## config.mk

```make
export PLATFORM = sky130hd
export DESIGN_NAME = gyro_angle_integrator_unit
export DESIGN_NICKNAME = d
export VERILOG_FILES = /design/src/hdl/gai_pkg.sv /design/src/hdl/gai_lane.sv /design/src/hdl/gai_merge.sv /design/src/hdl/gyro_angle_integrator_unit.sv
export SDC_FILE = /design/constraint.sdc
export NUM_CORES = 2
export LEC_CHECK = 0
export ABC_AREA = 0
export CAP_MARGIN = 40
export CORE_AREA = 2 2 307 309
export DETAILED_ROUTE_END_ITERATION = 10
export DIE_AREA = 0 0 309 311
export DONT_BUFFER_PORTS = 1
export HOLD_SLACK_MARGIN = 0.15
export PLACE_DENSITY = 0.54
export SLEW_MARGIN = 0
export SYNTH_ARGS = -nofsm -noshare
export SYNTH_HDL_FRONTEND = slang
export SYNTH_SLANG_ARGS = --single-unit
```

## constraint.sdc

```tcl
create_clock -name clk -period 11.5 [get_ports clk]
set_input_delay 2.3 -clock clk [delete_from_list [all_inputs] [get_ports clk]]
set_output_delay 2.3 -clock clk [all_outputs]
set_load 0.005 [all_outputs]
```

## src/hdl/gai_pkg.sv

```systemverilog
// ----------------------------------------------------------------------------
// gai_pkg: shared definitions for the gyro angle integrator
// Field widths, register indexes, the lane control struct and the
// angle range test that both the lanes and the merge stage use.
// ----------------------------------------------------------------------------
package gai_pkg;

    localparam int RATE_W   = 16;   // raw sample and offset width
    localparam int SUM_W    = 14;   // running sum width
    localparam int ANGLE_W  = 10;   // reported angle width
    localparam int QUOT_W   = 8;    // magnitude of a sample divided by 131 (max 250)
    localparam int CFG_IDX_W = 2;

    localparam int OUTPUT_EVERY_DEF = 3;

    localparam int ANGLE_LIMIT = 360;
    // angle = sum*8/125 leaves the range once |sum| reaches this value
    localparam int SUM_LIMIT = ((ANGLE_LIMIT + 1) * 125 + 7) / 8;

    typedef enum logic [CFG_IDX_W-1:0] {
        REG_OFFSET_X = 2'd0,
        REG_OFFSET_Y = 2'd1,
        REG_OFFSET_Z = 2'd2,
        REG_UNUSED   = 2'd3
    } cfg_reg_t;

    // control from the sequencer to every lane
    typedef struct packed {
        logic load_a;   // transfer accepted: capture the quotient
        logic adv_a;    // quotient stage moves on: update the sum
        logic emit_a;   // item in the quotient stage reports angles
    } lane_ctrl_t;

    // true when sum*8/125, truncated toward zero, lies outside +-ANGLE_LIMIT
    function automatic logic sum_out_of_range(input logic signed [SUM_W-1:0] s);
        logic signed [SUM_W:0] hi;
        logic signed [SUM_W:0] lo;
        begin
            hi = (SUM_W+1)'(SUM_LIMIT);
            lo = -(SUM_W+1)'(SUM_LIMIT);
            return ($signed({s[SUM_W-1], s}) >= hi) || ($signed({s[SUM_W-1], s}) <= lo);
        end
    endfunction

endpackage

```

## src/hdl/gai_lane.sv

```systemverilog
// ----------------------------------------------------------------------------
// gai_lane: one axis of the integrator
// Offset removal and division by 131 in the first stage, then the
// saturating running sum with clear on an out-of-range report.
// ----------------------------------------------------------------------------
module gai_lane
(
    input  logic                                 clk,
    input  logic                                 rst_n,
    input  gai_pkg::lane_ctrl_t                  ctrl,
    input  logic signed [gai_pkg::RATE_W-1:0]    rate,
    input  logic signed [gai_pkg::RATE_W-1:0]    offset,
    output logic signed [gai_pkg::SUM_W-1:0]     snap
);

    // ceil(2^24 / 131): exact truncating division for magnitudes up to 2^15
    localparam int          RECIP_SHIFT = 24;
    localparam logic [16:0] RECIP_131   = 17'd128071;
    localparam int          PROD_W      = gai_pkg::RATE_W + 17;

    logic [gai_pkg::RATE_W-1:0]        diff;
    logic                              diff_neg;
    logic [gai_pkg::RATE_W-1:0]        diff_mag;
    logic [PROD_W-1:0]                 prod;

    logic [gai_pkg::QUOT_W-1:0]        qmag_reg;
    logic                              qneg_reg;

    logic signed [gai_pkg::QUOT_W:0]   quot;
    logic signed [gai_pkg::SUM_W:0]    wide_sum;
    logic signed [gai_pkg::SUM_W-1:0]  sat_sum;

    logic signed [gai_pkg::SUM_W-1:0]  sum_reg;
    logic signed [gai_pkg::SUM_W-1:0]  sum_next;
    logic signed [gai_pkg::SUM_W-1:0]  snap_reg;

    // difference wraps to 16 bits before the division
    assign diff     = rate - offset;
    assign diff_neg = diff[gai_pkg::RATE_W-1];
    assign diff_mag = diff_neg ? (~diff + 1'b1) : diff;
    assign prod     = PROD_W'(diff_mag) * PROD_W'(RECIP_131);

    always_ff @(posedge clk)
    begin
        if (ctrl.load_a)
        begin
            qmag_reg <= prod[RECIP_SHIFT +: gai_pkg::QUOT_W];
            qneg_reg <= diff_neg;
        end
    end

    always_comb
    begin
        quot     = qneg_reg ? -$signed({1'b0, qmag_reg}) : $signed({1'b0, qmag_reg});
        wide_sum = $signed({sum_reg[gai_pkg::SUM_W-1], sum_reg})
                 + (gai_pkg::SUM_W+1)'(quot);
        if (wide_sum[gai_pkg::SUM_W] != wide_sum[gai_pkg::SUM_W-1])
            sat_sum = wide_sum[gai_pkg::SUM_W] ? {1'b1, {(gai_pkg::SUM_W-1){1'b0}}}
                                               : {1'b0, {(gai_pkg::SUM_W-1){1'b1}}};
        else
            sat_sum = wide_sum[gai_pkg::SUM_W-1:0];
        sum_next = sum_reg;
        if (ctrl.adv_a)
        begin
            if (ctrl.emit_a && gai_pkg::sum_out_of_range(sat_sum))
                sum_next = '0;
            else
                sum_next = sat_sum;
        end
    end

    always_ff @(posedge clk or negedge rst_n)
    begin
        if (!rst_n)
            sum_reg <= '0;
        else
            sum_reg <= sum_next;
    end

    always_ff @(posedge clk)
    begin
        if (ctrl.adv_a && ctrl.emit_a)
            snap_reg <= sat_sum;
    end

    assign snap = snap_reg;

endmodule

```

## src/hdl/gai_merge.sv

```systemverilog
// ----------------------------------------------------------------------------
// gai_merge: angle conversion and result register
// Scale the three captured sums by 8/125, zero the out-of-range axes
// and pack the result word.
// ----------------------------------------------------------------------------
module gai_merge
(
    input  logic                               clk,
    input  logic                               load,
    input  logic signed [gai_pkg::SUM_W-1:0]   snap_x,
    input  logic signed [gai_pkg::SUM_W-1:0]   snap_y,
    input  logic signed [gai_pkg::SUM_W-1:0]   snap_z,
    output logic [31:0]                        data
);

    // ceil(2^23 / 125) applied to |sum| with the factor 8 folded into the shift
    localparam int          RECIP_SHIFT = 20;
    localparam logic [16:0] RECIP_125   = 17'd67109;
    localparam int          PROD_W      = gai_pkg::SUM_W + 17;
    localparam int          MAG_W       = gai_pkg::ANGLE_W - 1;

    function automatic logic [gai_pkg::ANGLE_W-1:0] to_angle(
        input logic signed [gai_pkg::SUM_W-1:0] s);
        logic                       neg;
        logic [gai_pkg::SUM_W-1:0]  mag;
        logic [PROD_W-1:0]          p;
        logic [MAG_W-1:0]           amag;
        begin
            neg  = s[gai_pkg::SUM_W-1];
            mag  = neg ? (~s + 1'b1) : s;
            p    = PROD_W'(mag) * PROD_W'(RECIP_125);
            amag = p[RECIP_SHIFT +: MAG_W];
            if (gai_pkg::sum_out_of_range(s))
                return '0;
            return neg ? -{1'b0, amag} : {1'b0, amag};
        end
    endfunction

    logic [31:0] data_reg;

    always_ff @(posedge clk)
    begin
        if (load)
            data_reg <= {2'b00, to_angle(snap_z), to_angle(snap_y), to_angle(snap_x)};
    end

    assign data = data_reg;

endmodule

```

## src/hdl/gyro_angle_integrator_unit.sv

```systemverilog
// ----------------------------------------------------------------------------
// gyro_angle_integrator_unit: three-axis gyro angle integrator
// Remove the zero-rate offset, divide by 131, integrate per axis and
// report the three angles (sum*8/125) on every OUTPUT_EVERY-th sample.
// ----------------------------------------------------------------------------
//
//  channel   direction  handshake             payload
//  s_axis    in         tvalid/tready         tdata[47:0]  rate_x, rate_y, rate_z
//  m_axis    out        tvalid/tready         tdata[31:0]  angle_x, angle_y, angle_z
//  cfg       in         cfg_we (no wait)      cfg_addr, cfg_wdata  offset_x/y/z
//
//  One transfer per cycle is sustained while the result stream keeps up. An
//  accepted sample passes the quotient stage (multiply by reciprocal of 131),
//  the sum stage (saturating add and capture) and the result register (scale
//  by 8/125). The running sums close their loop in the sum stage, so samples
//  follow each other every cycle unless a stalled result holds them. Samples
//  that report nothing leave the first stage freely; a stalled result holds
//  only the stages behind it. Reset clears the offsets, the sums, the phase
//  counter and all valid flags.
module gyro_angle_integrator_unit
#(
    parameter int OUTPUT_EVERY = gai_pkg::OUTPUT_EVERY_DEF
)
(
    input  logic                               clk,
    input  logic                               rst_n,
    input  logic                               s_axis_tvalid,
    output logic                               s_axis_tready,
    input  logic [47:0]                        s_axis_tdata,  // rate_x, rate_y, rate_z
    output logic                               m_axis_tvalid,
    input  logic                               m_axis_tready,
    output logic [31:0]                        m_axis_tdata,  // angle_x, angle_y, angle_z, pad
    input  logic                               cfg_we,
    input  logic [gai_pkg::CFG_IDX_W-1:0]      cfg_addr,
    input  logic [gai_pkg::RATE_W-1:0]         cfg_wdata
);

    localparam int PHASE_W = (OUTPUT_EVERY > 1) ? $clog2(OUTPUT_EVERY) : 1;
    localparam logic [PHASE_W-1:0] PHASE_LAST = PHASE_W'(OUTPUT_EVERY - 1);

    // configuration registers
    logic signed [gai_pkg::RATE_W-1:0] offset_x_reg;
    logic signed [gai_pkg::RATE_W-1:0] offset_y_reg;
    logic signed [gai_pkg::RATE_W-1:0] offset_z_reg;

    always_ff @(posedge clk or negedge rst_n)
    begin
        if (!rst_n)
        begin
            offset_x_reg <= '0;
            offset_y_reg <= '0;
            offset_z_reg <= '0;
        end
        else if (cfg_we)
        begin
            unique case (gai_pkg::cfg_reg_t'(cfg_addr))
                gai_pkg::REG_OFFSET_X: offset_x_reg <= cfg_wdata;
                gai_pkg::REG_OFFSET_Y: offset_y_reg <= cfg_wdata;
                gai_pkg::REG_OFFSET_Z: offset_z_reg <= cfg_wdata;
                default:               ; // drop writes beyond the register list
            endcase
        end
    end

    // pipeline control
    logic               valid_a_reg;
    logic               emit_a_reg;
    logic               valid_b_reg;
    logic               valid_c_reg;
    logic [PHASE_W-1:0] phase_reg;
    logic [PHASE_W-1:0] phase_next;

    logic               ready_c;
    logic               ready_b;
    logic               ready_a;
    logic               accept;
    logic               adv_a;
    logic               adv_b;
    gai_pkg::lane_ctrl_t lane_ctrl;

    assign ready_c = !valid_c_reg || m_axis_tready;
    assign ready_b = !valid_b_reg || ready_c;
    // a sample that reports nothing never waits on the stages behind it
    assign ready_a = !valid_a_reg || !emit_a_reg || ready_b;
    assign accept  = s_axis_tvalid && ready_a;
    assign adv_a   = valid_a_reg && ready_a;
    assign adv_b   = valid_b_reg && ready_c;

    assign phase_next = (phase_reg == PHASE_LAST) ? '0 : phase_reg + 1'b1;

    assign lane_ctrl.load_a = accept;
    assign lane_ctrl.adv_a  = adv_a;
    assign lane_ctrl.emit_a = emit_a_reg;

    always_ff @(posedge clk or negedge rst_n)
    begin
        if (!rst_n)
        begin
            valid_a_reg <= 1'b0;
            emit_a_reg  <= 1'b0;
            valid_b_reg <= 1'b0;
            valid_c_reg <= 1'b0;
            phase_reg   <= '0;
        end
        else
        begin
            if (accept)
            begin
                valid_a_reg <= 1'b1;
                emit_a_reg  <= (phase_reg == '0);
                phase_reg   <= phase_next;
            end
            else if (adv_a)
            begin
                valid_a_reg <= 1'b0;
            end

            if (adv_a && emit_a_reg)
                valid_b_reg <= 1'b1;
            else if (adv_b)
                valid_b_reg <= 1'b0;

            if (adv_b)
                valid_c_reg <= 1'b1;
            else if (m_axis_tready)
                valid_c_reg <= 1'b0;
        end
    end

    // lanes
    logic signed [gai_pkg::SUM_W-1:0] snap_x;
    logic signed [gai_pkg::SUM_W-1:0] snap_y;
    logic signed [gai_pkg::SUM_W-1:0] snap_z;

    gai_lane u_lane_x
    (
        .clk    (clk),
        .rst_n  (rst_n),
        .ctrl   (lane_ctrl),
        .rate   (s_axis_tdata[15:0]),
        .offset (offset_x_reg),
        .snap   (snap_x)
    );

    gai_lane u_lane_y
    (
        .clk    (clk),
        .rst_n  (rst_n),
        .ctrl   (lane_ctrl),
        .rate   (s_axis_tdata[31:16]),
        .offset (offset_y_reg),
        .snap   (snap_y)
    );

    gai_lane u_lane_z
    (
        .clk    (clk),
        .rst_n  (rst_n),
        .ctrl   (lane_ctrl),
        .rate   (s_axis_tdata[47:32]),
        .offset (offset_z_reg),
        .snap   (snap_z)
    );

    // merge the three sums into one result word
    gai_merge u_merge
    (
        .clk    (clk),
        .load   (adv_b),
        .snap_x (snap_x),
        .snap_y (snap_y),
        .snap_z (snap_z),
        .data   (m_axis_tdata)
    );

    assign s_axis_tready = ready_a;
    assign m_axis_tvalid = valid_c_reg;

    // a result appears only from a captured sum snapshot
    a_result_from_snapshot: assert property (@(posedge clk) disable iff (!rst_n)
        $rose(valid_c_reg) |-> $past(valid_b_reg))
        else $error("result raised without a captured snapshot");

    // a snapshot waiting on a stalled result register is held
    a_snapshot_held: assert property (@(posedge clk) disable iff (!rst_n)
        (valid_b_reg && !ready_c) |=> valid_b_reg)
        else $error("snapshot lost while result stalled");

    // the first sample of each group is marked to report
    a_emit_marked: assert property (@(posedge clk) disable iff (!rst_n)
        (accept && phase_reg == '0) |=> (valid_a_reg && emit_a_reg))
        else $error("reporting sample not marked");

    // phase stays within one group
    a_phase_range: assert property (@(posedge clk) disable iff (!rst_n)
        phase_reg <= PHASE_LAST)
        else $error("sample phase out of range");

endmodule

```

; ---- Yosys cells after proc, flatten, opt, wreduce, memory -nomap -nowiden
; Index checks and enable logic that the tools add are counted.
[classes]
addsub = 19
n_mul = 6
magnitude_cmp = 12
eq_ne = 6
n_mux = 40
n_bitwise = 6
n_reduce_logical = 29
[op_table]
columns = op, count
row1 = 2-to-1 mux 14 bit, 12
row2 = multiplier 16 x 17 -> 32 bit (second input constant), 3
row3 = 2-to-1 mux 10 bit, 9
row4 = multiplier 14 x 17 -> 29 bit (second input constant), 3
row5 = >= comparator 14 bit (second input constant), 6
row6 = <= comparator 14 bit (second input constant), 6
row7 = adder 16 x 1 -> 16 bit (second input constant), 3
row8 = 2-to-1 mux 16 bit, 3
row9 = inverter 16 bit, 3
row10 = subtractor 16 bit, 3
row11 = adder 14 x 9 -> 15 bit, 3
row12 = adder 14 x 1 -> 14 bit (second input constant), 3
row13 = inverter 14 bit, 3
row14 = negation 9 -> 10 bit, 3
row15 = 2-to-1 mux 9 bit, 3
row16 = negation 8 -> 9 bit, 3
row17 = 2-to-1 mux 1 bit, 12
row18 = logical OR 1 bit, 10
row19 = logical AND 1 bit, 7
row20 = AND reduction 2 bit, 3
row21 = nonzero test 2 bit, 3
row22 = equality test 2 bit (second input constant), 2
row23 = zero test 1 bit, 4
row24 = zero test 2 bit, 2
row25 = 4 further kinds, 6
[word_totals]
reg_bits = 195
inputBits = 71
output_inout_bits = 34
elab_cells = 139

; ---- Logic depth before layout (Yosys ltp)
[logic_depth]
depth_word = 9
depth_mapped = 38
depth_no_buf = 38

; ---- By module
; A second synthesis with hierarchy kept.
[hier_totals]
hier_cells = 3952
area_unflattened_um2 = 37762.5
[by_module_without_submodules]
columns = module, n_inst, cells_each, area_each_um2, seq_area_each_um2
row1 = gai_merge, 1, 1233, 11300.8, 900.9
row2 = gai_lane (u_lane_y), 1, 897, 8305.5, 1041.0
row3 = gai_lane (u_lane_x), 1, 870, 8200.4, 1041.0
row4 = gai_lane (u_lane_z), 1, 827, 7911.3, 1041.0
row5 = gyro_angle_integrator_unit, 1, 125, 2044.5, 1326.3

; ---- Worst setup path before layout
; Ideal clock, no wire load.
[synth_timing]
kind = input -> register
start = in s_axis_tdata[32]
end = reg u_lane_z.qmag_reg[5] (netlist name) (data pin)
setup_time_ps = 258
arrival_ps = 10638
required_time_ps = 11242
setup_slack_ps = 604
stages = 36
path_buffers = 0
cell_sequence = inv_1 > ha_1 > inv_1 > fa_1 > a21o_1 > a21oi_1 > nor2b_1 > o21ai_1 > nor2b_1 > xnor2_1 > or4_4 > or3_1 > o41a_1 > xor2_1 > fa_1 > ha_1 > inv_1 > fa_1 > fa_1 > inv_1 > fa_1 > inv_1 > fa_1 > inv_1 > ha_1 > a21o_1 > a21o_1 > a21oi_1 > o221ai_1 > a21o_1 > a31o_2 > a221oi_1 > a21oi_1 > o21a_1 > nor2_1 > xnor2_1
[synth_between]
elab_chain_len = 5
[synth_rtl]
columns = item, line_no
row1 = from (decl), gyro_angle_integrator_unit.sv:29  ; input logic [47:0] s_axis_tdata,
row2 = subtractor 16 bit *, gai_lane.sv:38  ; assign diff = rate - offset;
row3 = inverter 16 bit, gai_lane.sv:40  ; assign diff_mag = diff_neg ? (~diff + 1'b1) : diff;
row4 = adder 16 x 1 -> 16 bit, gai_lane.sv:40
row5 = 2-to-1 mux 16 bit *, gai_lane.sv:40
row6 = multiplier 16 x 17 -> 32 bit *, gai_lane.sv:41  ; assign prod = PROD_W'(diff_mag) * PROD_W'(RECIP_131);
row7 = via u_lane_z.prod[29], gai_lane.sv:24  ; logic [PROD_W-1:0] prod;
row8 = to (signal assigned), gai_lane.sv:47  ; qmag_reg <= prod[RECIP_SHIFT +: gai_pkg::QUOT_W];
row9 = to (decl), gai_lane.sv:26  ; logic [gai_pkg::QUOT_W-1:0] qmag_reg;
; Mark *: on every way through the listed nets, which the timed path passes. The rest lies on a longest branch.
; A chain may end at the register's enable or synchronous reset.

; ---- Final worst setup path
; Ends and elaborated chain as after synthesis.

==> results.cfg <==
[run_status]
status = completed

[worst_setup_path]
r2r-start = offset_z_reg[0]
crit_start = s_axis_tdata[32]
crit_path_start_kind = primary input
cp.depth = 36
critPathMaxFanout = 4
worstRegToRegCells = 35
crit_type = in -> reg
arrival_ns = 11.09
crit_end = u_lane_z.qmag_reg[5]
cp_top_family = adder cells
slowest_delay_ns = 0.56
worst_path_max_delay_cell = or4_4
crit_buf_inv = 6
critPathRequiredTime_ns = 11.76
r2r-end = u_lane_z.qmag_reg[5]
cp-end-kind = flip-flop
r2r_setup_slack_ns = 2.16

[placement]
io_buffers = 0
place.gp.congestion = 0.846
dpl.hpwl_um = 67800

[run]
max_cap_viol_count = 0

[synthesis]
synth_edf_count = 99
mappedNetlistArea_um2 = 36800
yosysWarningCount = 0
syn_inst = 3909
ys_seq_area_share_pct = 14.5
async_reset_ff_share_pct = 49.0
ys_ff_latch = 194
ys.flop_type = edfxtp_1
syn_area_per_cell_um2 = 9.41
synth_cell_types = 84

[floorplan]
initial_core_util_pct = 39.7
core_area_um2 = 92800
io_pins = 105
rows = 112
die_area_um2 = 96100
fp.dieW_um = 309
die_h_um = 311

[routing]
antenna_left = 0
dr_total_vias = 25700
wl_per_cell_um = 15.1
drt_iter0_markers = 1061
viasPerCell = 4.94
wl_um = 78600
drc_errors = 0
drt_first_pass_iters = 5

[clock_network]
cts_setup_buffers = 0
cts_buffers = 17
clockBufferDepth = 2
clk_pin_slew_ns = 0.09
clk_latency_ns = 0.51
root_buffer = clkbuf_16
clock-sinks = 194
ctsHtreeMaxLevel = 4
cts_tree = yes

[cells_and_area]
syn2layout_area_growth_pct = 6.65
largest_reg_flops = 30
drive_gt1_share_pct = 3.95
nFillCells = 9331
final_net_count = 5239

[timing]
drv_slew = 0
fin_setup_tns_ns = 0
clock_skew_ns = 0.0145
finalHoldViolations = 0
setup_violations = 0
slew_headroom_pct = 42.5
fin_crit_ns = 10.83
period_share_pct = 94.1
max_freq_mhz = 92.4
worst_slew_pin_slew_ns = 0.857
grt_setup_unrepaired = no

[grt]
grt_pass1_vias = 26700
grt_overflow_total = 0
track_usage_pct = 17.0
grt_pass1_wl_um = 133000
antenna_found_initial = 0
grt_max_degree = 96

[hold_path]
hp-class = reg -> reg
-- placed cells by master (no fill, tap or decap), drive strengths merged, types with 11 or more instances in the layout --
cell type / netlist / final
a21oi: 156 / 156
o31a: 11 / 11
o211ai: 14 / 14
or3: 29 / 29
clkbuf: 32 / 17
o21ai: 183 / 183
o31ai: 34 / 34
nor4: 14 / 14
or2: 20 / 20
nand2: 204 / 204
buf: 5 / 48
a31oi: 20 / 20
edfxtp: 99 / 99
and3: 21 / 21
and2: 19 / 19
xnor2: 168 / 168
nand2b: 39 / 39
nor3: 45 / 45
a21o: 105 / 105
o21a: 29 / 29
nor2: 167 / 167
nand3: 63 / 63
nor2b: 25 / 25
nand4: 28 / 28
o41ai: 11 / 11
xor2: 70 / 70
dfrtp: 95 / 95
mux2i: 17 / 17
mux2: 35 / 35
inv: 780 / 793
o21bai: 14 / 14
ha: 883 / 883
fa: 345 / 345
a211oi: 17 / 17
-- cells in the mapped netlist, types with 14 or more instances --
master	number	share of area, %
a21oi_1	155	2.1
nand4_1	28	0.48
o31ai_1	34	0.69
or3_1	29	0.49
mux2i_1	17	0.46
o21a_1	29	0.59
nand2b_1	39	0.66
o211ai_1	14	0.29
ha_1	883	30
or2_2	19	0.32
nand3_1	63	0.86
nor3_1	45	0.61
o21ai_0	168	2.3
o21bai_1	14	0.29
fa_1	345	19
dfrtp_1	95	6.5
edfxtp_1	99	8.1
o21ai_1	15	0.20
a31oi_1	20	0.34
nor2b_1	25	0.43
mux2_2	35	1.1
xnor2_1	167	4.0
a21o_1	105	2.1
and3_1	21	0.36
xor2_1	70	1.7
and2_1	18	0.31
a211oi_1	17	0.35
nor2_1	167	1.7
nand2_1	204	2.1
clkbuf_1	32	0.33
inv_1	780	8.0
-- repair_timing --
action	CTS	global route
gates resized for setup	0	1
setup endpoints to repair	0	1
hold buffers	0	0
-- through the flow --
stage / instances / setup slack [ns] / hold slack (ns) / area, um^2 / util, %
global route: 5207 / 0.0618 / 0.518 / 39200 / 42.3
detailed placement: 5175 / 0.122 / 0.463 / 38600 / 41.6
CTS: 5207 / 0.684 / 0.486 / 39200 / 42.3
global placement: 5168 / 0.186 / 0.459 / 38500 / 41.5
floorplan: 3910 / 0.604 / 0.440 / 36800 / -
finish: 5208 / 0.674 / 0.480 / 39200 / 42.3
-- cell families after synthesis --
kind of cell | count (synthesis) | synth area share, %
AOI/OAI and AO/OA | 668 | 11.7
xor gates and xnor gates | 238 | 5.69
muxes | 52 | 1.53
and+or+nand+nor | 707 | 9.32
buffers and inverters | 821 | 8.40
other | 1 | 0.0102
adders and majority gates | 1228 | 48.8
DFF | 194 | 14.5
-- final cells by class --
class                   instances  area (um^2)  share of cell area (%)
diodes                          1         2.50                 0.00638
clock buffers                  17          425                    1.08
clock inverters                15          221                   0.564
inverters                     784         2940                    7.50
multi-input cells            2895        28400                    72.3
flip-flops and latches        194         5350                    13.6
well taps                    1254         1570                    4.00
repair buffers                 48          358                   0.912
-- worst min-delay path by stage --
stage	startpoint	endpoint	slack [ns]	depth (start not counted)
detailed placement	valid_b_reg	m_axis_tvalid	0.46	2
global placement	valid_b_reg	m_axis_tvalid	0.46	2
floorplan	valid_b_reg	m_axis_tvalid	0.44	2
global route	u_lane_z.sum_reg[7]	u_lane_z.sum_reg[7]	0.52	2
CTS	valid_b_reg	m_axis_tvalid	0.49	2
finish	valid_b_reg	m_axis_tvalid	0.48	2
-- routing by layer --
metal / track usage (%) / routed length [um]
met5: 0 / 0
met4: 3.22 / 969
met3: 2.56 / 2490
met2: 28.7 / 36800
met1: 23.1 / 38400
-- worst min-delay path, cell delays in order, from the launching register on --
cell,delay (ns)
dfrtp_1,0.34
inv_1,0.06
nand2_1,0.05
Power is left out: the tool's default activity adds up to more than one toggle a clock period on the data nets, which glitch-free logic cannot reach.
